===== src/rtl/tspm_pkg.sv =====
// tspm_pkg: shared types, codes and constants of the tip supervisor and power meter
// depends on nothing; used by tip_supervisor_power_meter through scoped names

package tspm_pkg;

    // defaults of the top-level parameters
    localparam int SAMPLE_BITS_DEF = 10;
    localparam int BAR_CELLS_DEF   = 14;
    localparam int CELL_STEPS_DEF  = 5;

    // item kinds carried in the input tuser
    localparam logic [1:0] ACT_TICK = 2'd0;
    localparam logic [1:0] ACT_TIP  = 2'd1;
    localparam logic [1:0] ACT_MEAS = 2'd2;
    localparam int ACTION_W = 2;

    // configuration register indexes
    localparam int CFG_INDEX_W = 2;
    localparam int CFG_DATA_W  = 28;
    localparam logic [CFG_INDEX_W-1:0] REG_STARTUP_DELAY  = 2'd0;
    localparam logic [CFG_INDEX_W-1:0] REG_RISE_THRESHOLD = 2'd1;

    // configuration widths and reset values
    localparam int DELAY_W = 16;
    localparam int THR_W   = 28;
    localparam logic [DELAY_W-1:0] DELAY_RESET = 16'd100;
    localparam logic [THR_W-1:0]   THR_RESET   = 28'd400000;

    // power arithmetic
    localparam int POWER_SCALE = 165;
    localparam int SCALE_W     = 8;
    localparam int POWER_W     = 28;
    localparam logic [POWER_W-1:0] POWER_MAX = 28'hFFFFFFF;
    localparam int DIGIT_LSB   = 20;
    localparam int DIGIT_W     = 8;

    // bar level q = floor(P*BAR_NUM / (BAR_DEN * 2^DIGIT_LSB)), found one bit a cycle
    localparam int BAR_NUM   = 7;
    localparam int BAR_DEN   = 9;
    localparam int QUOT_BITS = 8;
    localparam int REM_W     = POWER_W + 3;
    localparam int CELL_BITS = 3;

    // sequencer states
    typedef enum logic [6:0] {
        ST_IDLE = 7'b0000001,
        ST_MUL  = 7'b0000010,
        ST_SAT  = 7'b0000100,
        ST_CMP  = 7'b0001000,
        ST_DIV  = 7'b0010000,
        ST_BAR  = 7'b0100000,
        ST_DONE = 7'b1000000
    } t_state;

    // tip supervision modes
    typedef enum logic [2:0] {
        MODE_DISABLED = 3'b001,
        MODE_COUNTING = 3'b010,
        MODE_RUNNING  = 3'b100
    } t_tip_mode;

endpackage


===== src/rtl/tip_supervisor_power_meter.sv =====
// tip_supervisor_power_meter: tip supervision, startup countdown and bit-serial power meter
// depends on tspm_pkg (codes, widths, sequencer and mode enums)

// channel  | direction | handshake               | payload
// ---------+-----------+-------------------------+--------------------------------------
// s        | in        | i_s_tvalid / o_s_tready | tuser action; tdata level, samples
// m        | out       | o_m_tvalid / i_m_tready | tuser valid, failed; tdata results
// cfg      | in        | i_cfg_valid/o_cfg_ready | register index, write data
//
// tick, tip level and failed measurements pass through ST_DONE to the output register.
// a running measurement goes through ST_MUL, ST_SAT, ST_CMP, ST_DIV, ST_BAR, ST_DONE:
// the product is built one voltage bit a cycle, the bar level one quotient bit a cycle,
// and the bar graph one cell a cycle.
// synchronous active-low reset restores the register defaults and disables the tip.
// a new item is taken while a finished result waits in the output register.

module tip_supervisor_power_meter #(
    parameter int SAMPLE_BITS = tspm_pkg::SAMPLE_BITS_DEF,
    parameter int BAR_CELLS   = tspm_pkg::BAR_CELLS_DEF,
    parameter int CELL_STEPS  = tspm_pkg::CELL_STEPS_DEF,
    localparam int IN_DATA_W  = ((1 + 2 * SAMPLE_BITS) + 7) / 8 * 8,
    localparam int OUT_DATA_W = ((2 + tspm_pkg::DIGIT_W
                                  + tspm_pkg::CELL_BITS * BAR_CELLS) + 7) / 8 * 8
) (
    input  logic                             i_clk,
    input  logic                             i_rst_n,
    // input items
    input  logic                             i_s_tvalid,
    output logic                             o_s_tready,
    input  logic [IN_DATA_W-1:0]             i_s_tdata,   // tip_level, current, voltage
    input  logic [tspm_pkg::ACTION_W-1:0]    i_s_tuser,   // action
    // results
    output logic                             o_m_tvalid,
    input  logic                             i_m_tready,
    output logic [OUT_DATA_W-1:0]            o_m_tdata,   // gen_enable, rising, digits, bars
    output logic [1:0]                       o_m_tuser,   // measurement_valid, tip_failed
    // configuration writes
    input  logic                             i_cfg_valid,
    output logic                             o_cfg_ready,
    input  logic [tspm_pkg::CFG_INDEX_W-1:0] i_cfg_index,
    input  logic [tspm_pkg::CFG_DATA_W-1:0]  i_cfg_data
);

    localparam int MC_W      = SAMPLE_BITS + tspm_pkg::SCALE_W;
    localparam int PW        = 2 * SAMPLE_BITS + tspm_pkg::SCALE_W;
    localparam int EXT_W     = (PW > tspm_pkg::POWER_W) ? PW : tspm_pkg::POWER_W;
    localparam int BAR_W     = tspm_pkg::CELL_BITS * BAR_CELLS;
    localparam int FIELD_W   = 2 + tspm_pkg::DIGIT_W + BAR_W;
    localparam int MAX_STEPS = (SAMPLE_BITS > BAR_CELLS)
                               ? ((SAMPLE_BITS > tspm_pkg::QUOT_BITS)
                                  ? SAMPLE_BITS : tspm_pkg::QUOT_BITS)
                               : ((BAR_CELLS > tspm_pkg::QUOT_BITS)
                                  ? BAR_CELLS : tspm_pkg::QUOT_BITS);
    localparam int CNT_W     = $clog2(MAX_STEPS);
    localparam int SUM_W     = tspm_pkg::POWER_W + 1;
    localparam int REM_W     = tspm_pkg::REM_W;
    localparam int QB        = tspm_pkg::QUOT_BITS;
    localparam logic [REM_W-1:0] DIV_INIT =
        REM_W'(tspm_pkg::BAR_DEN) << (tspm_pkg::DIGIT_LSB + QB - 1);

    // control registers
    tspm_pkg::t_state    r_state, n_state;
    tspm_pkg::t_tip_mode r_mode, n_mode;
    logic [tspm_pkg::DELAY_W-1:0] r_count, n_count;
    logic [tspm_pkg::DELAY_W-1:0] r_delay;
    logic [tspm_pkg::THR_W-1:0]   r_thr;
    logic [tspm_pkg::POWER_W-1:0] r_prev, n_prev;
    logic [CNT_W-1:0]             r_cnt, n_cnt;
    logic                         r_res_valid, n_res_valid;
    logic                         r_res_fail, n_res_fail;
    logic                         r_out_valid, n_out_valid;

    // datapath registers
    logic [MC_W-1:0]              r_mcand, n_mcand;
    logic [SAMPLE_BITS-1:0]       r_mplier, n_mplier;
    logic [PW-1:0]                r_acc, n_acc;
    logic [tspm_pkg::POWER_W-1:0] r_power, n_power;
    logic [REM_W-1:0]             r_rem, n_rem;
    logic [REM_W-1:0]             r_div, n_div;
    logic [QB-1:0]                r_q, n_q;
    logic [QB-1:0]                r_t, n_t;
    logic [BAR_W-1:0]             r_bar, n_bar;
    logic                         r_rising, n_rising;
    logic [tspm_pkg::DIGIT_W-1:0] r_digits, n_digits;
    logic [OUT_DATA_W-1:0]        r_out_data, n_out_data;
    logic [1:0]                   r_out_user, n_out_user;

    // input fields
    logic [tspm_pkg::ACTION_W-1:0] s_action;
    logic                          s_level;
    logic [SAMPLE_BITS-1:0]        s_current;
    logic [SAMPLE_BITS-1:0]        s_voltage;
    logic                          s_xfer;

    // step helpers
    logic [EXT_W-1:0]             acc_ext;
    logic                         quot_bit;
    logic [tspm_pkg::CELL_BITS-1:0] bar_cell;
    logic                         t_above;
    logic                         out_free;

    assign s_action  = i_s_tuser;
    assign s_level   = i_s_tdata[0];
    assign s_current = i_s_tdata[SAMPLE_BITS:1];
    assign s_voltage = i_s_tdata[2*SAMPLE_BITS:SAMPLE_BITS+1];

    assign o_s_tready  = (r_state == tspm_pkg::ST_IDLE);
    assign s_xfer      = i_s_tvalid && o_s_tready;
    assign o_cfg_ready = 1'b1;
    assign o_m_tvalid  = r_out_valid;
    assign o_m_tdata   = r_out_data;
    assign o_m_tuser   = r_out_user;

    assign acc_ext  = EXT_W'(r_acc);
    assign quot_bit = (r_rem >= r_div);
    assign t_above  = (r_t > QB'(CELL_STEPS));
    assign bar_cell = t_above ? tspm_pkg::CELL_BITS'(CELL_STEPS)
                              : r_t[tspm_pkg::CELL_BITS-1:0];
    assign out_free = !r_out_valid || i_m_tready;

    // sequencer and datapath next state
    always_comb begin
        n_state     = r_state;
        n_mode      = r_mode;
        n_count     = r_count;
        n_prev      = r_prev;
        n_cnt       = r_cnt;
        n_res_valid = r_res_valid;
        n_res_fail  = r_res_fail;
        n_mcand     = r_mcand;
        n_mplier    = r_mplier;
        n_acc       = r_acc;
        n_power     = r_power;
        n_rem       = r_rem;
        n_div       = r_div;
        n_q         = r_q;
        n_t         = r_t;
        n_bar       = r_bar;
        n_rising    = r_rising;
        n_digits    = r_digits;
        n_out_data  = r_out_data;
        n_out_user  = r_out_user;
        n_out_valid = r_out_valid;

        // result leaves the output register
        if (r_out_valid && i_m_tready) begin
            n_out_valid = 1'b0;
        end

        case (r_state)
            tspm_pkg::ST_IDLE: begin
                if (s_xfer) begin
                    n_res_valid = 1'b0;
                    n_res_fail  = 1'b0;
                    n_state     = tspm_pkg::ST_DONE;
                    n_cnt       = '0;
                    case (s_action)
                        tspm_pkg::ACT_TIP: begin
                            if (!s_level) begin
                                n_mode  = tspm_pkg::MODE_DISABLED;
                                n_count = '0;
                            end else if (r_mode != tspm_pkg::MODE_COUNTING &&
                                         r_mode != tspm_pkg::MODE_RUNNING) begin
                                n_mode  = tspm_pkg::MODE_COUNTING;
                                n_count = r_delay;
                            end
                        end
                        tspm_pkg::ACT_TICK: begin
                            if (r_mode == tspm_pkg::MODE_COUNTING) begin
                                if (r_count <= tspm_pkg::DELAY_W'(1)) begin
                                    n_count = '0;
                                    n_mode  = tspm_pkg::MODE_RUNNING;
                                end else begin
                                    n_count = r_count - tspm_pkg::DELAY_W'(1);
                                end
                            end
                        end
                        tspm_pkg::ACT_MEAS: begin
                            if (r_mode == tspm_pkg::MODE_RUNNING) begin
                                // current times the scale, voltage shifted out msb first
                                n_res_valid = 1'b1;
                                n_mcand     = MC_W'(s_current) *
                                              MC_W'(tspm_pkg::POWER_SCALE);
                                n_mplier    = s_voltage;
                                n_acc       = '0;
                                n_state     = tspm_pkg::ST_MUL;
                            end else begin
                                n_res_fail = 1'b1;
                            end
                        end
                        default: begin
                        end
                    endcase
                end
            end

            // shift-add multiply, one voltage bit a cycle
            tspm_pkg::ST_MUL: begin
                n_acc    = (r_acc << 1) + (r_mplier[SAMPLE_BITS-1] ? PW'(r_mcand) : '0);
                n_mplier = r_mplier << 1;
                n_cnt    = r_cnt + CNT_W'(1);
                if (r_cnt == CNT_W'(SAMPLE_BITS - 1)) begin
                    n_cnt   = '0;
                    n_state = tspm_pkg::ST_SAT;
                end
            end

            // clamp the product to the power width
            tspm_pkg::ST_SAT: begin
                n_power = (acc_ext > EXT_W'(tspm_pkg::POWER_MAX))
                          ? tspm_pkg::POWER_MAX
                          : tspm_pkg::POWER_W'(acc_ext);
                n_state = tspm_pkg::ST_CMP;
            end

            // rise flag, digits and divider setup
            tspm_pkg::ST_CMP: begin
                n_rising = ({1'b0, r_power} > (SUM_W'(r_prev) + SUM_W'(r_thr)));
                n_prev   = r_power;
                n_digits = r_power[tspm_pkg::DIGIT_LSB +: tspm_pkg::DIGIT_W];
                n_rem    = REM_W'(r_power) * REM_W'(tspm_pkg::BAR_NUM);
                n_div    = DIV_INIT;
                n_q      = '0;
                n_state  = tspm_pkg::ST_DIV;
            end

            // restoring division, one quotient bit a cycle
            tspm_pkg::ST_DIV: begin
                if (quot_bit) begin
                    n_rem = r_rem - r_div;
                end
                n_div = r_div >> 1;
                n_q   = {r_q[QB-2:0], quot_bit};
                n_cnt = r_cnt + CNT_W'(1);
                if (r_cnt == CNT_W'(QB - 1)) begin
                    n_cnt   = '0;
                    n_t     = {r_q[QB-2:0], quot_bit};
                    n_state = tspm_pkg::ST_BAR;
                end
            end

            // bar graph, one cell a cycle, cell zero ends at the bottom
            tspm_pkg::ST_BAR: begin
                n_bar = BAR_W'({bar_cell, r_bar} >> tspm_pkg::CELL_BITS);
                n_t   = t_above ? (r_t - QB'(CELL_STEPS)) : '0;
                n_cnt = r_cnt + CNT_W'(1);
                if (r_cnt == CNT_W'(BAR_CELLS - 1)) begin
                    n_cnt   = '0;
                    n_state = tspm_pkg::ST_DONE;
                end
            end

            // hand the result to the output register
            tspm_pkg::ST_DONE: begin
                if (out_free) begin
                    n_out_valid = 1'b1;
                    n_out_user  = {r_res_fail, r_res_valid};
                    n_out_data  = OUT_DATA_W'({
                        r_res_valid ? r_bar : BAR_W'(0),
                        r_res_valid ? r_digits : tspm_pkg::DIGIT_W'(0),
                        r_res_valid && r_rising,
                        (r_mode == tspm_pkg::MODE_RUNNING)
                    });
                    n_state = tspm_pkg::ST_IDLE;
                end
            end

            default: begin
                n_state = tspm_pkg::ST_IDLE;
            end
        endcase
    end

    // control registers
    always_ff @(posedge i_clk) begin
        if (!i_rst_n) begin
            r_state     <= tspm_pkg::ST_IDLE;
            r_mode      <= tspm_pkg::MODE_DISABLED;
            r_count     <= '0;
            r_prev      <= '0;
            r_cnt       <= '0;
            r_res_valid <= 1'b0;
            r_res_fail  <= 1'b0;
            r_out_valid <= 1'b0;
            r_delay     <= tspm_pkg::DELAY_RESET;
            r_thr       <= tspm_pkg::THR_RESET;
        end else begin
            r_state     <= n_state;
            r_mode      <= n_mode;
            r_count     <= n_count;
            r_prev      <= n_prev;
            r_cnt       <= n_cnt;
            r_res_valid <= n_res_valid;
            r_res_fail  <= n_res_fail;
            r_out_valid <= n_out_valid;
            // configuration transfer
            if (i_cfg_valid && o_cfg_ready) begin
                case (i_cfg_index)
                    tspm_pkg::REG_STARTUP_DELAY: begin
                        r_delay <= i_cfg_data[tspm_pkg::DELAY_W-1:0];
                    end
                    tspm_pkg::REG_RISE_THRESHOLD: begin
                        r_thr <= i_cfg_data[tspm_pkg::THR_W-1:0];
                    end
                    default: begin
                    end
                endcase
            end
        end
    end

    // datapath registers
    always_ff @(posedge i_clk) begin
        r_mcand    <= n_mcand;
        r_mplier   <= n_mplier;
        r_acc      <= n_acc;
        r_power    <= n_power;
        r_rem      <= n_rem;
        r_div      <= n_div;
        r_q        <= n_q;
        r_t        <= n_t;
        r_bar      <= n_bar;
        r_rising   <= n_rising;
        r_digits   <= n_digits;
        r_out_data <= n_out_data;
        r_out_user <= n_out_user;
    end

`ifndef SYNTHESIS
    // a running generator has finished its countdown
    a_running_count_zero: assert property (@(posedge i_clk) disable iff (!i_rst_n)
        (r_mode == tspm_pkg::MODE_RUNNING) |-> (r_count == '0))
        else $error("generator running with countdown pending");

    // a result is never both a valid measurement and a tip failure
    a_valid_fail_exclusive: assert property (@(posedge i_clk) disable iff (!i_rst_n)
        o_m_tvalid |-> !(o_m_tuser[0] && o_m_tuser[1]))
        else $error("measurement valid and tip failed together");

    // a valid measurement only comes while the generator runs
    a_valid_needs_running: assert property (@(posedge i_clk) disable iff (!i_rst_n)
        (o_m_tvalid && o_m_tuser[0]) |-> o_m_tdata[0])
        else $error("measurement valid with generator off");

    // power fields stay clear unless the measurement is valid
    a_fields_clear: assert property (@(posedge i_clk) disable iff (!i_rst_n)
        (o_m_tvalid && !o_m_tuser[0]) |-> (o_m_tdata[FIELD_W-1:1] == '0))
        else $error("power fields set on a non-measurement result");

    // the input stays closed while a measurement is being worked
    a_busy_not_ready: assert property (@(posedge i_clk) disable iff (!i_rst_n)
        $past(s_xfer && (s_action == tspm_pkg::ACT_MEAS) &&
              (r_mode == tspm_pkg::MODE_RUNNING)) |-> !o_s_tready)
        else $error("input accepted during a measurement");
`endif

endmodule

===== config.mk =====
export PLATFORM = sky130hd
export DESIGN_NAME = tip_supervisor_power_meter
export DESIGN_NICKNAME = d
export VERILOG_FILES = /design/src/rtl/tspm_pkg.sv /design/src/rtl/tip_supervisor_power_meter.sv
export SDC_FILE = /design/constraint.sdc
export NUM_CORES = 1
export LEC_CHECK = 0
export ABC_AREA = 1
export CORE_MARGIN = 3
export CORE_UTILIZATION = 46
export DETAILED_ROUTE_END_ITERATION = 10
export DONT_BUFFER_PORTS = 1
export GPL_TIMING_DRIVEN = 0
export SLEW_MARGIN = 20
export SYNTH_ARGS = -nofsm -noshare
export SYNTH_HDL_FRONTEND = slang
export SYNTH_SLANG_ARGS = --single-unit
export TNS_END_PERCENT = 50

===== constraint.sdc =====
create_clock -name i_clk -period 5.1 [get_ports i_clk]
set_clock_uncertainty 0.2 [all_clocks]
set_input_delay 1.02 -clock i_clk [delete_from_list [all_inputs] [get_ports i_clk]]
set_output_delay 1.02 -clock i_clk [all_outputs]
set_load 0.01 [all_outputs]

After elaboration in Yosys (flattened, before gate mapping)
Cells that the tools add are included.
- input bits: 61
- register bits after elaboration: 371
- $mul: 2
- equal/unequal tests: 28
- add/sub/neg operators: 6
- reduce and logical (&&, ||, !) cells: 25
- $lt $le $gt $ge: 5
- multiplexer cells: 46
- operators with widths (cell ; count):
    one-hot mux 31 bit (2 select lines) ; 2
    2-to-1 mux 28 bit ; 3
    2-to-1 mux 16 bit ; 4
    one-hot mux 28 bit (2 select lines) ; 1
    2-to-1 mux 7 bit ; 7
    one-hot mux 7 bit (7 select lines) ; 1
    one-hot mux 16 bit (2 select lines) ; 1
    >= comparator 31 bit ; 1
    multiplier 28 x 3 -> 31 bit (second input constant) ; 1
    2-to-1 mux 31 bit ; 1
    subtractor 31 bit ; 1
    2-to-1 mux 10 bit ; 3
    adder 28 x 28 -> 29 bit ; 1
    greater-than comparator 28 x 29 -> 1 bit ; 1
    adder 28 x 18 -> 28 bit ; 1
    greater-than comparator 28 bit (second input constant) ; 1
    one-hot mux 10 bit (2 select lines) ; 1
    multiplier 10 x 8 -> 18 bit (second input constant) ; 1
    2-to-1 mux 18 bit ; 1
    <= comparator 16 x 1 -> 1 bit (second input constant) ; 1
    2-to-1 mux 4 bit ; 4
    2-to-1 mux 8 bit ; 2
    one-hot mux 4 bit (4 select lines) ; 1
    one-hot mux 8 bit (2 select lines) ; 1
    other kinds (35) ; 70

Longest topological paths before layout
Gate-level depths: netlist of the first run.
- word-level depth: 5
- gate-level depth with buffers: 20

Worst setup path after synthesis of the first run
No wires, ideal clock.
- path kind: input-to-reg
- from: in i_s_tdata[3]
- to: reg r_mcand[14] (data pin)
- buffers on the path: 0
- path slack: 0.939 ns
- data arrival time: 3.709 ns
- stages on the path: 14
- cell sequence: ha_1 > inv_1 > fa_1 > inv_1 > fa_1 > ha_1 > ha_1 > a21o_1 > a21oi_1 > o21ai_0 > nand3_1 > nand3_1 > nand2_1 > nand2_1
- longest elaborated chain between the ends: 1
- RTL lines (what ; RTL line ; source):
    start, declared ; tip_supervisor_power_meter.sv:30 ; input logic [IN_DATA_W-1:0] i_s_tdata,
    multiplier 10 x 8 -> 18 bit ; tip_supervisor_power_meter.sv:182 ; n_mcand = MC_W'(s_current) *
    end signal, assigned ; tip_supervisor_power_meter.sv:314 ; r_mcand <= n_mcand;
    end, declared ; tip_supervisor_power_meter.sv:74 ; logic [MC_W-1:0] r_mcand, n_mcand;
No other way between the ends.
A chain may end at the register's enable or synchronous reset.

Final worst setup path of the first run
- from: reg r_thr[0] in the netlist's numbering
- to: reg r_rising (data pin)
- longest elaborated chain between the ends: 2
- RTL lines (what ; RTL line ; source):
    start, declared ; tip_supervisor_power_meter.sv:66 ; logic [tspm_pkg::THR_W-1:0] r_thr;
    start signal, assigned ; tip_supervisor_power_meter.sv:286 ; r_thr <= tspm_pkg::THR_RESET;
    start signal, assigned ; tip_supervisor_power_meter.sv:303 ; r_thr <= i_cfg_data[tspm_pkg::THR_W-1:0];
    adder 28 x 28 -> 29 bit ; tip_supervisor_power_meter.sv:218 ; n_rising = ({1'b0, r_power} > (SUM_W'(r_prev) + SUM_W'(r_thr)));
    greater-than comparator 28 x 29 -> 1 bit ; tip_supervisor_power_meter.sv:218 ;
    end signal, assigned ; tip_supervisor_power_meter.sv:323 ; r_rising <= n_rising;
    end, declared ; tip_supervisor_power_meter.sv:83 ; logic r_rising, n_rising;
No other way between the ends.

==> flow_summary.rst, run 1 <==
.. list-table::
   :header-rows: 1

   * - Metric
     - Value
   * - Clock transition at the registers of the reported paths
     - 60 ps
   * - Post-synth EDFFs
     - 266
   * - Worst-margin pin slew
     - 853.1 ps
   * - Sequential fraction of the synthesis area
     - 0.4195
   * - Number of placed I/O pins
     - 122
   * - Primary flip-flop cell chosen by synthesis mapping
     - edfxtp_1
   * - Number of antenna violations at the first check in global routing
     - 0
   * - Routability congestion estimate from global placement
     - a little over 0.9
   * - Routed length per placed instance
     - 16.93 um
   * - Clk Latency, worst-skew pair
     - just under 600 ps
   * - Overall power of the completed layout
     - between 7 and 8 mW
   * - Post-detailed-route via-to-cell ratio
     - 5.200
   * - Number of vias in the routed layout
     - 19.95k
   * - Post-CTS sizing
     - 0
   * - Most common cell in the synthesized netlist
     - nand2_1
   * - 1st-pass router iterations
     - 8
   * - Critical path data required time
     - 5250 ps
   * - Reported max-cap violation count
     - 0
   * - Ranking of synthesized cells by area
     - edfxtp_1 (33%), nand2_1 (13%), ha_1 (9.8%)
   * - Number of hold buffers added after CTS
     - 0
   * - Cell accounting for the most synthesized area
     - edfxtp_1
   * - Peak clock frequency supported by timing
     - 258.0 MHz
   * - Drt initial violations
     - 1399
   * - Die Outline Area
     - 55070 um2
   * - Startpoint types
     - register
   * - Maximum number of pins on one net before global-route repair
     - 37
   * - Yosys warns
     - 0
   * - Nature of the critical path endpoint
     - register
   * - Number of cells produced by synthesis
     - 3074
   * - Root buf cell
     - clkbuf_16
   * - Post-Syn Area
     - between 20000 and 25000 um2
   * - H-tree depth
     - 2
   * - Layout cell share with drive strength beyond 1
     - 0.03769
   * - Standard-cell row count
     - 83
   * - Most frequent cells after synthesis
     - nand2_1 (805), inv_1 (436), nor2_1 (406)
   * - Number of placed cells counting well taps
     - 3764
   * - Vias in the first global route
     - 19.05k
   * - Maximum VDD drop
     - 0.0002875 V
   * - Leakage power
     - 12.41 nW
   * - Chip width
     - around 230 um
   * - Critical path data arrival time
     - about 4000 ps
   * - TritonCTS buffer count
     - 42
   * - Post-route ant nets
     - 0
   * - Post-synth cell types
     - 51
   * - Outcome
     - complete, no violations
   * - Ant. Diodes
     - 0
   * - GRT Util Overall
     - 0.2328
   * - Share of Yosys cell area claimed by the top area cell type
     - 0.3321
   * - Port Buf Inserts
     - 0
   * - Class of the worst hold path
     - register to register
   * - Global-route wire length before repair
     - around 100000 um
   * - CTS tree
     - yes
   * - Final count of negative-setup-slack endpoints
     - 0
   * - Number of remaining DRC errors
     - 0
   * - Total core area
     - 51510 um2
   * - Final layout net count
     - approximately 3.4k
   * - Total grt overflow
     - 0
   * - P per Cell Area
     - 276.8 nW/um2
   * - Category of the critical setup timing path
     - register to register
   * - Buffers inserted during post-CTS setup optimization
     - 0
   * - Max Root-Sink Buffers
     - 3
   * - Final Max Slew Viols
     - 0
   * - Detailed Place HPWL
     - 51720 um
   * - Die Ht
     - roughly 230 um
   * - Max-slew headroom
     - 0.4313
   * - Maximum fanout along the worst path
     - 5
   * - Flop and latch count out of synthesis
     - 371
   * - Clock Sink Count
     - 371
   * - Initial core utilization
     - 0.4670
   * - Post-route clock period utilization
     - 0.7599
   * - Post-synthesis area per instance
     - approximately 7.8 um2
   * - Number of filler cells placed in the layout
     - 5046
   * - Minimum clock period
     - 3876 ps
   * - Final Hold Vio Count
     - 0
   * - Finished Layout Cells
     - 3837
   * - Setup repair after global routing missed its margin
     - no
   * - Share of async-settable or async-resettable flops after synthesis
     - 0
   * - Area overhead of the layout relative to synthesis
     - 9.659%
   * - Total Wirelength
     - 64970 um
-- worst max-delay path, cell delays in order (launching register included) --
cell,delay (ps)
dfxtp_1,350
ha_1,190
inv_1,60
fa_1,410
o21ai_2,270
a21oi_1,160
o21ai_1,390
xor2_1,160
ha_1,320
nand2_1,50
nor2_1,150
inv_1,70
nor2_1,100
nand2_1,70
a21oi_1,290
nand4_1,120
a21oi_1,310
-- routing by layer --
metal  GRT usage  wire [um]  up-vias
met2      0.3933      30890      461
li1            -          -    10100
met5           0          0        -
met3     0.02523       2865       84
met1      0.3225      29770     9314
met4     0.05509       1440        0
-- registers in the layout (all words and copies together) (netlist names) --
signal / count
r_res_valid: 1
r_digits: 8
r_state: 7
r_rem: 31
acc_ext: 28
o_m_tvalid: 1
o_m_tdata: 52
r_mcand: 18
r_rising: 1
r_count: 16
r_div: 31
r_res_fail: 1
r_delay: 16
r_power: 28
r_mplier: 10
o_m_tuser: 2
r_cnt: 4
r_q: 7
r_thr: 28
r_prev: 28
r_mode: 3
r_bar: 42
r_t: 8
-- cell type report --
class / count / area, um2 / area share
Buffer: 88 / 382.9 / 0.01451
Timing Repair Buffer: 7 / 138.9 / 0.005265
Sequential cell: 371 / 10090 / 0.3825
Clock inverter: 12 / 162.7 / 0.006166
Inverter: 441 / 1659 / 0.06290
Tap cell: 680 / 850.8 / 0.03226
Clock buffer: 61 / 1142 / 0.04331
Multi-Input combinational cell: 2177 / 11950 / 0.4531
-- kinds of logic (layout without fill, tap and decap cells) --
logic type,after synthesis,after routing,synth area share
and+or+nand+nor,1501,1501,0.2568
buffers and inverters,529,609,0.08489
AOI/OAI and AO/OA,383,383,0.08515
DFF,371,371,0.4195
adders and majority gates,229,229,0.1319
xor gates and xnor gates,59,59,0.02148
other,2,5,0.0003122
-- worst paths after layout --
kind	to	slack [ps]	cells after the start	from
hold reg to reg	o_m_tuser[1]$_DFFE_PP_	240	0	r_res_fail$_SDFFE_PN0P_
setup / recovery	r_rising$_DFFE_PP_	1220	16	r_thr[0]$_SDFFE_PN0P_
setup reg to reg	r_rising$_DFFE_PP_	1220	16	r_thr[0]$_SDFFE_PN0P_
hold / removal	o_m_tuser[1]$_DFFE_PP_	240	0	r_res_fail$_SDFFE_PN0P_
-- report_power, final --
part / internal [mW] / leakage [nW] / switching (mW)
registers: 3.37 / 3.25 / 0.0920
clock network: 1.67 / 0.626 / 1.25
logic: 0.332 / 8.54 / 0.587
total: 5.37 / 12.4 / 1.93
-- cells in the final DEF, fill, tap and decap left out, types with 6 or more instances in the layout --
cell type and n:
ha_1 188, a21oi_1 181, a21o_1 9, buf_4 6
inv_1 434, o22ai_1 7, fa_1 41, edfxtp_1 266
nor3_1 25, nor2_4 6, nand3b_1 18, nand3_1 177
dfxtp_1 105, buf_2 12, xor2_1 40, nor2_1 404
nand2_1 802, xnor2_1 19, clkbuf_1 83, or2_2 7
nand4_1 35, o21ai_0 148, clkbuf_16 42, o21bai_1 16
-- per-stage QoR --
stage / hold WS [ps] / setup WS [ps] / area, um2 / setup TNS, ps / util
after floorplan: 206.4 / 938.5 / 24070 / 0 / -
after global placement: 230.4 / -291.8 / 24920 / -10950 / 0.4837
after detailed placement: 225.0 / 690.6 / 25070 / 0 / 0.4868
after CTS: 238.6 / 1263 / 26380 / 0 / 0.5121
after global routing: 251.0 / 963.9 / 26380 / 0 / 0.5121
final: 242.8 / 1224 / 26380 / 0 / 0.5121
No activity file was read; power rests on OpenSTA's default activity.
==> inputs of run 2 (changes only) <==
==> constraint.sdc (replaced) <==
create_clock -name i_clk -period 4.04 [get_ports i_clk]
set_clock_uncertainty 0.2 [all_clocks]
set_input_delay 0.808 -clock i_clk [delete_from_list [all_inputs] [get_ports i_clk]]
set_output_delay 0.808 -clock i_clk [all_outputs]
set_load 0.01 [all_outputs]
==> flow_summary.rst, run 2 (synthesized netlist as in run 1, its figures left out) <==
.. list-table::
   :header-rows: 1

   * - Metric
     - Value
   * - Class of the worst hold path
     - primary input to register
   * - Port Buf Inserts
     - 0
   * - Post-detailed-route via-to-cell ratio
     - 5.201
   * - Overall power of the completed layout
     - 9.217 mW
   * - TritonCTS buffer count
     - 42
   * - Delay contributed by the slowest stage of the critical path
     - a little over 400 ps
   * - Number of filler cells placed in the layout
     - approximately 5.0k
   * - Number of remaining DRC errors
     - 0
   * - H-tree depth
     - 2
   * - Ant. Diodes
     - 0
   * - Critical path data required time
     - between 4000 and 5000 ps
   * - Max Root-Sink Buffers
     - 3
   * - GRT Util Overall
     - 0.2328
   * - Post-route clock period utilization
     - 0.9297
   * - Detailed Place HPWL
     - just over 50000 um
   * - Standard-cell row count
     - 83
   * - Die Outline Area
     - 55070 um2
   * - Final count of negative-setup-slack endpoints
     - 0
   * - 1st-pass router iterations
     - 5
   * - Area of the multi-input gates
     - 11960 um2
   * - Cell family contributing the most delay on the critical path
     - compound AO/OA/AOI/OAI gates
   * - Total grt overflow
     - 0
   * - Number of vias in the routed layout
     - 19.96k
   * - Minimum clock period
     - 3756 ps
   * - Reported max-cap violation count
     - 0
   * - Slowest-stage cell, CP
     - fa_1
   * - Drt initial violations
     - ~1.4k
   * - Global-route wire length before repair
     - 103600 um
   * - Peak clock frequency supported by timing
     - 266.2 MHz
   * - Maximum VDD drop
     - 0.0003630 V
   * - Initial core utilization
     - 0.4670
   * - Number of hold buffers added after CTS
     - 0
   * - Total Wirelength
     - 64990 um
   * - Finished Layout Cells
     - 3837
   * - Number of placed I/O pins
     - 122
   * - Startpoint of the lowest-slack hold path
     - i_s_tdata[1]
   * - Hold endpoint
     - r_mcand[0]$_DFFE_PP_
   * - Number of placed cells counting well taps
     - 3764
   * - Pre-CTS setup slack
     - -157.4 ps
   * - Most common cell after layout, fill and taps aside
     - nand2_1
   * - Clock Sink Count
     - ~370
   * - Critical path data arrival time
     - 3910 ps
   * - Hold Path Stages
     - 0
   * - Clk Latency, worst-skew pair
     - between 500 and 600 ps
   * - Number of antenna violations at the first check in global routing
     - 0
   * - Leakage power
     - 12.41 nW
   * - Depth of the worst register-to-register path
     - 16
   * - Post-route ant nets
     - 0
   * - CTS tree
     - yes
   * - Vias in the first global route
     - 19.05k
   * - Outcome
     - complete, no violations
   * - Setup repair after global routing missed its margin
     - no
   * - Final layout net count
     - 3418
   * - Flop-to-flop setup slack
     - 280 ps
   * - Top library cells by usage in the layout, fill and taps aside
     - nand2_1 (802), inv_1 (434), nor2_1 (404)
   * - Total core area
     - approximately 50000 um2
   * - Startpoint of the lowest-slack register-to-register path
     - r_thr[0]$_SDFFE_PN0P_
   * - Area overhead of the layout relative to synthesis
     - 9.675%
   * - Max-slew headroom
     - 0.4311
   * - Category of the critical setup timing path
     - register to register
   * - Worst path setup slack after routing
     - between 200 and 300 ps
   * - Final worst hold slack
     - 130.6 ps
   * - Nature of the critical path endpoint
     - register
   * - Number of flip-flops under the largest register name
     - 52
   * - Maximum number of pins on one net before global-route repair
     - 37
   * - Routed length per placed instance
     - 16.94 um
   * - Critical register-to-register path endpoint
     - r_rising$_DFFE_PP_
   * - Routability congestion estimate from global placement
     - 0.9145
   * - Count of buffer and inverter cells on the critical path
     - 2
   * - Die Ht
     - 234.7 um
   * - Layout cell share with drive strength beyond 1
     - 0.03801
   * - Worst-path cell chain
     - ha_1 > inv_1 > fa_1 > o21ai_2 > a21oi_1 > o21ai_2 > xor2_1 > ha_1 > nand2_1 > nor2_1 > inv_1 > nor2_1 > nand2_1 > a21oi_1 > nand4_1 > a21oi_1
   * - Final Max Slew Viols
     - 0
   * - Library cell appearing most often on the critical path
     - a21oi_1
   * - Worst-margin pin slew
     - approximately 850 ps
   * - Sequential standard cell area
     - 10090 um2
   * - P per Cell Area
     - 349.4 nW/um2
   * - Maximum fanout along the worst path
     - 5
   * - Root buf cell
     - clkbuf_16
   * - Chip width
     - 234.7 um
   * - Startpoint types
     - register
   * - Clock transition at the registers of the reported paths
     - about 60 ps
   * - Final Hold Vio Count
     - 0
[run 2: per-stage QoR]
| stage | setup TNS [ps] | area (um2) | util |
|---|---|---|---|
| 2_1_floorplan | 0 | 24070 | - |
| 4_1_cts | 0 | 26380 | 0.5121 |
| 6_report | 0 | 26380 | 0.5122 |
| 5_1_grt | 0 | 26380 | 0.5122 |
| 3_3_place_gp | -83530 | 24920 | 0.4837 |
| 3_5_place_dp | -443.6 | 25070 | 0.4868 |
[run 2: repair_timing]
action	in CTS	in global routing
resized for setup	0	1
endpoints found under the setup margin	0	1
setup buffers	0	0
[run 2: power breakdown]
group	internal [mW]	switching (mW)	total (mW)
Clock	2.11	1.58	3.69
Combinational	0.420	0.741	1.16
Sequential	4.25	0.116	4.36
Total	6.78	2.44	9.22
[run 2: cell type report]
| type | instances | share of cell area |
|---|---|---|
| inverters | 441 | 0.06289 |
| well taps | 680 | 0.03225 |
| clock buffers | 61 | 0.04330 |
| plain buffers | 88 | 0.01451 |
| clock inverters | 12 | 0.006166 |
| multi-input cells | 2177 | 0.4532 |
| repair buffers | 7 | 0.005264 |
| flip-flops and latches | 371 | 0.3825 |
[run 2: metal layers]
layer	vias to the layer above	routed length, um	GRT usage
met1	9322	29840	0.3225
met3	82	2810	0.02523
met5	-	0	0
met4	0	1422	0.05509
met2	457	30920	0.3933
li1	10100	-	-
[run 2: how the worst max path moves through the flow]
stage,start,to,slack [ps],cells after the start
2_1_floorplan,i_s_tdata[3],r_mcand[14]$_DFFE_PP_,90,14
3_3_place_gp,i_s_tuser[0],acc_ext[0]$_SDFFCE_PN0P_,-1140,5
3_5_place_dp,i_s_tdata[2],r_mcand[14]$_DFFE_PP_,-160,15
4_1_cts,r_thr[0]$_SDFFE_PN0P_,r_rising$_DFFE_PP_,200,16
5_1_grt,r_thr[0]$_SDFFE_PN0P_,r_rising$_DFFE_PP_,40,16
6_report,r_thr[0]$_SDFFE_PN0P_,r_rising$_DFFE_PP_,280,16
==> inputs of run 3 (changes only) <==
--- a/config.mk
+++ b/config.mk
@@ -10,7 +10,7 @@
 export CORE_UTILIZATION = 46
 export DETAILED_ROUTE_END_ITERATION = 10
 export DONT_BUFFER_PORTS = 1
-export GPL_TIMING_DRIVEN = 0
+export GPL_TIMING_DRIVEN = 1
 export SLEW_MARGIN = 20
 export SYNTH_ARGS = -nofsm -noshare
 export SYNTH_HDL_FRONTEND = slang
==> flow_summary.rst, run 3 (synthesized netlist as in run 1, its figures left out) <==
.. list-table::
   :header-rows: 1

   * - Metric
     - Value
   * - Library cell appearing most often on the critical path
     - a21oi_1
   * - Number of remaining DRC errors
     - 0
   * - Clock transition at the registers of the reported paths
     - 60 ps
   * - Maximum number of pins on one net before global-route repair
     - just over 90
   * - Outcome
     - complete, no violations
   * - Number of placed I/O pins
     - 122
   * - Area overhead of the layout relative to synthesis
     - 8.375%
   * - Worst-margin pin slew
     - 991.3 ps
   * - Finished Layout Cells
     - 3772
   * - CTS tree
     - yes
   * - Slowest-stage cell, CP
     - fa_1
   * - Maximum fanout along the worst path
     - 5
   * - Max-slew headroom
     - 0.3382
   * - Final standard cell area without fillers
     - ~26000 um2
   * - Worst-path cell chain
     - ha_1 > inv_1 > fa_1 > o21ai_2 > a21oi_1 > o21ai_1 > xor2_1 > ha_1 > nand2_1 > nor2_1 > inv_1 > nor2_1 > nand2_1 > a21oi_1 > nand4_1 > a21oi_1
   * - Number of placed cells counting well taps
     - about 3.7k
   * - Post-detailed-route via-to-cell ratio
     - 5.177
   * - Routed length per placed instance
     - 16.18 um
   * - Initial core utilization
     - 0.4670
   * - Standard-cell row count
     - 83
   * - Number of flip-flops under the largest register name
     - 52
   * - Number of vias in the routed layout
     - a little under 20k
   * - Critical path data required time
     - 4250 ps
   * - Total Wirelength
     - between 60000 and 70000 um
   * - DP Area
     - between 20000 and 25000 um2
   * - Core occupancy in the finished layout
     - 0.5061
   * - Global-route wire length before repair
     - 99310 um
   * - Most common cell after layout, fill and taps aside
     - nand2_1
   * - Clk Latency, worst-skew pair
     - between 500 and 600 ps
   * - Root buf cell
     - clkbuf_16
   * - Chip width
     - approximately 230 um
   * - Die Ht
     - 234.7 um
   * - Routability congestion estimate from global placement
     - 0.9193
   * - Detailed Place HPWL
     - 47310 um
   * - Category of the critical setup timing path
     - register to register
   * - Overall power of the completed layout
     - 9.169 mW
   * - P per Cell Area
     - between 300 and 400 nW/um2
   * - Number of hold buffers added after CTS
     - 0
   * - Final layout net count
     - 3348
   * - Delay contributed by the slowest stage of the critical path
     - 420 ps
   * - Vias in the first global route
     - 19.08k
   * - Worst path setup slack after routing
     - 430.8 ps
   * - Final count of negative-setup-slack endpoints
     - 0
   * - Maximum VDD drop
     - 0.0003590 V
   * - Buffers inserted during post-CTS setup optimization
     - 0
   * - Post-CTS sizing
     - 0
   * - Nature of the critical path endpoint
     - register
   * - Final Max Slew Viols
     - 0
   * - Final TNS setup
     - 0 ps
   * - Clock Sink Count
     - 371
   * - Ant. Diodes
     - 0
   * - Leakage power
     - 12.33 nW
   * - TritonCTS buffer count
     - 42
   * - GRT Util Overall
     - 0.2196
   * - Minimum clock period
     - 3609 ps
   * - Peak clock frequency supported by timing
     - 277.1 MHz
   * - Pre-CTS setup slack
     - -59.57 ps
   * - Setup repair after global routing missed its margin
     - no
   * - Class of the worst hold path
     - primary input to register
   * - Layout cell share with drive strength beyond 1
     - 0.03881
   * - Final worst hold slack
     - around 120 ps
   * - Post-route clock period utilization
     - 0.8934
   * - Final Hold Vio Count
     - 0
   * - Critical path data arrival time
     - 3820 ps
   * - Port Buf Inserts
     - 0
   * - Die Outline Area
     - between 50000 and 60000 um2
   * - 1st-pass router iterations
     - 5
   * - Total grt overflow
     - 0
   * - Post-route ant nets
     - 0
   * - Reported max-cap violation count
     - 0
   * - Startpoint types
     - register
   * - Drt initial violations
     - 1183
   * - Max Root-Sink Buffers
     - 3
   * - H-tree depth
     - 2
   * - Total core area
     - 51510 um2
   * - Number of antenna violations at the first check in global routing
     - 0
   * - Top library cells by usage in the layout, fill and taps aside
     - nand2_1 (805), inv_1 (435), nor2_1 (404)
-- run 3: layout make-up --
cell class                      instances  area (um2)
Clock inverter                         21       178.9
Tap cell                              680       850.8
Timing Repair Buffer                   25       187.7
Sequential cell                       371       10090
Fill cell                            5056       25440
Inverter                              441        1659
Clock buffer                           57        1157
Multi-Input combinational cell       2177       11940
-- run 3: critical path: cells and delay by family (launching register included) --
kind	cells	cell delay [ps]
buf+inv	2	130
fa+ha+maj	3	920
compound gates	5	1220
flops	1	350
simple gates	5	490
xor+xnor	1	140
-- run 3: final timing paths --
path	startpoint	to	slack, ps	depth (start not counted)
worst max-delay path	r_thr[0]$_SDFFE_PN0P_	r_rising$_DFFE_PP_	430	16
worst min register to register	acc_ext[27]$_SDFFCE_PN0P_	r_power[27]$_SDFFCE_PN1P_	220	0
worst min-delay path	i_rst_n	r_thr[17]$_SDFFE_PN1P_	120	1
worst max register to register	r_thr[0]$_SDFFE_PN0P_	r_rising$_DFFE_PP_	430	16
-- run 3: layer usage --
metal / global-route usage / part of all wire / vias to the layer above
met3: 0.02254 / 0.035 / 89
met1: 0.2928 / 0.46 / 9101
met5: 0 / 0 / -
li1: - / - / 9952
met4: 0.05787 / 0.023 / 0
met2: 0.3825 / 0.48 / 384
-- run 3: where the power goes --
group	internal [mW]	switching, mW
clock network	2.09	1.57
logic	0.428	0.716
registers	4.25	0.113
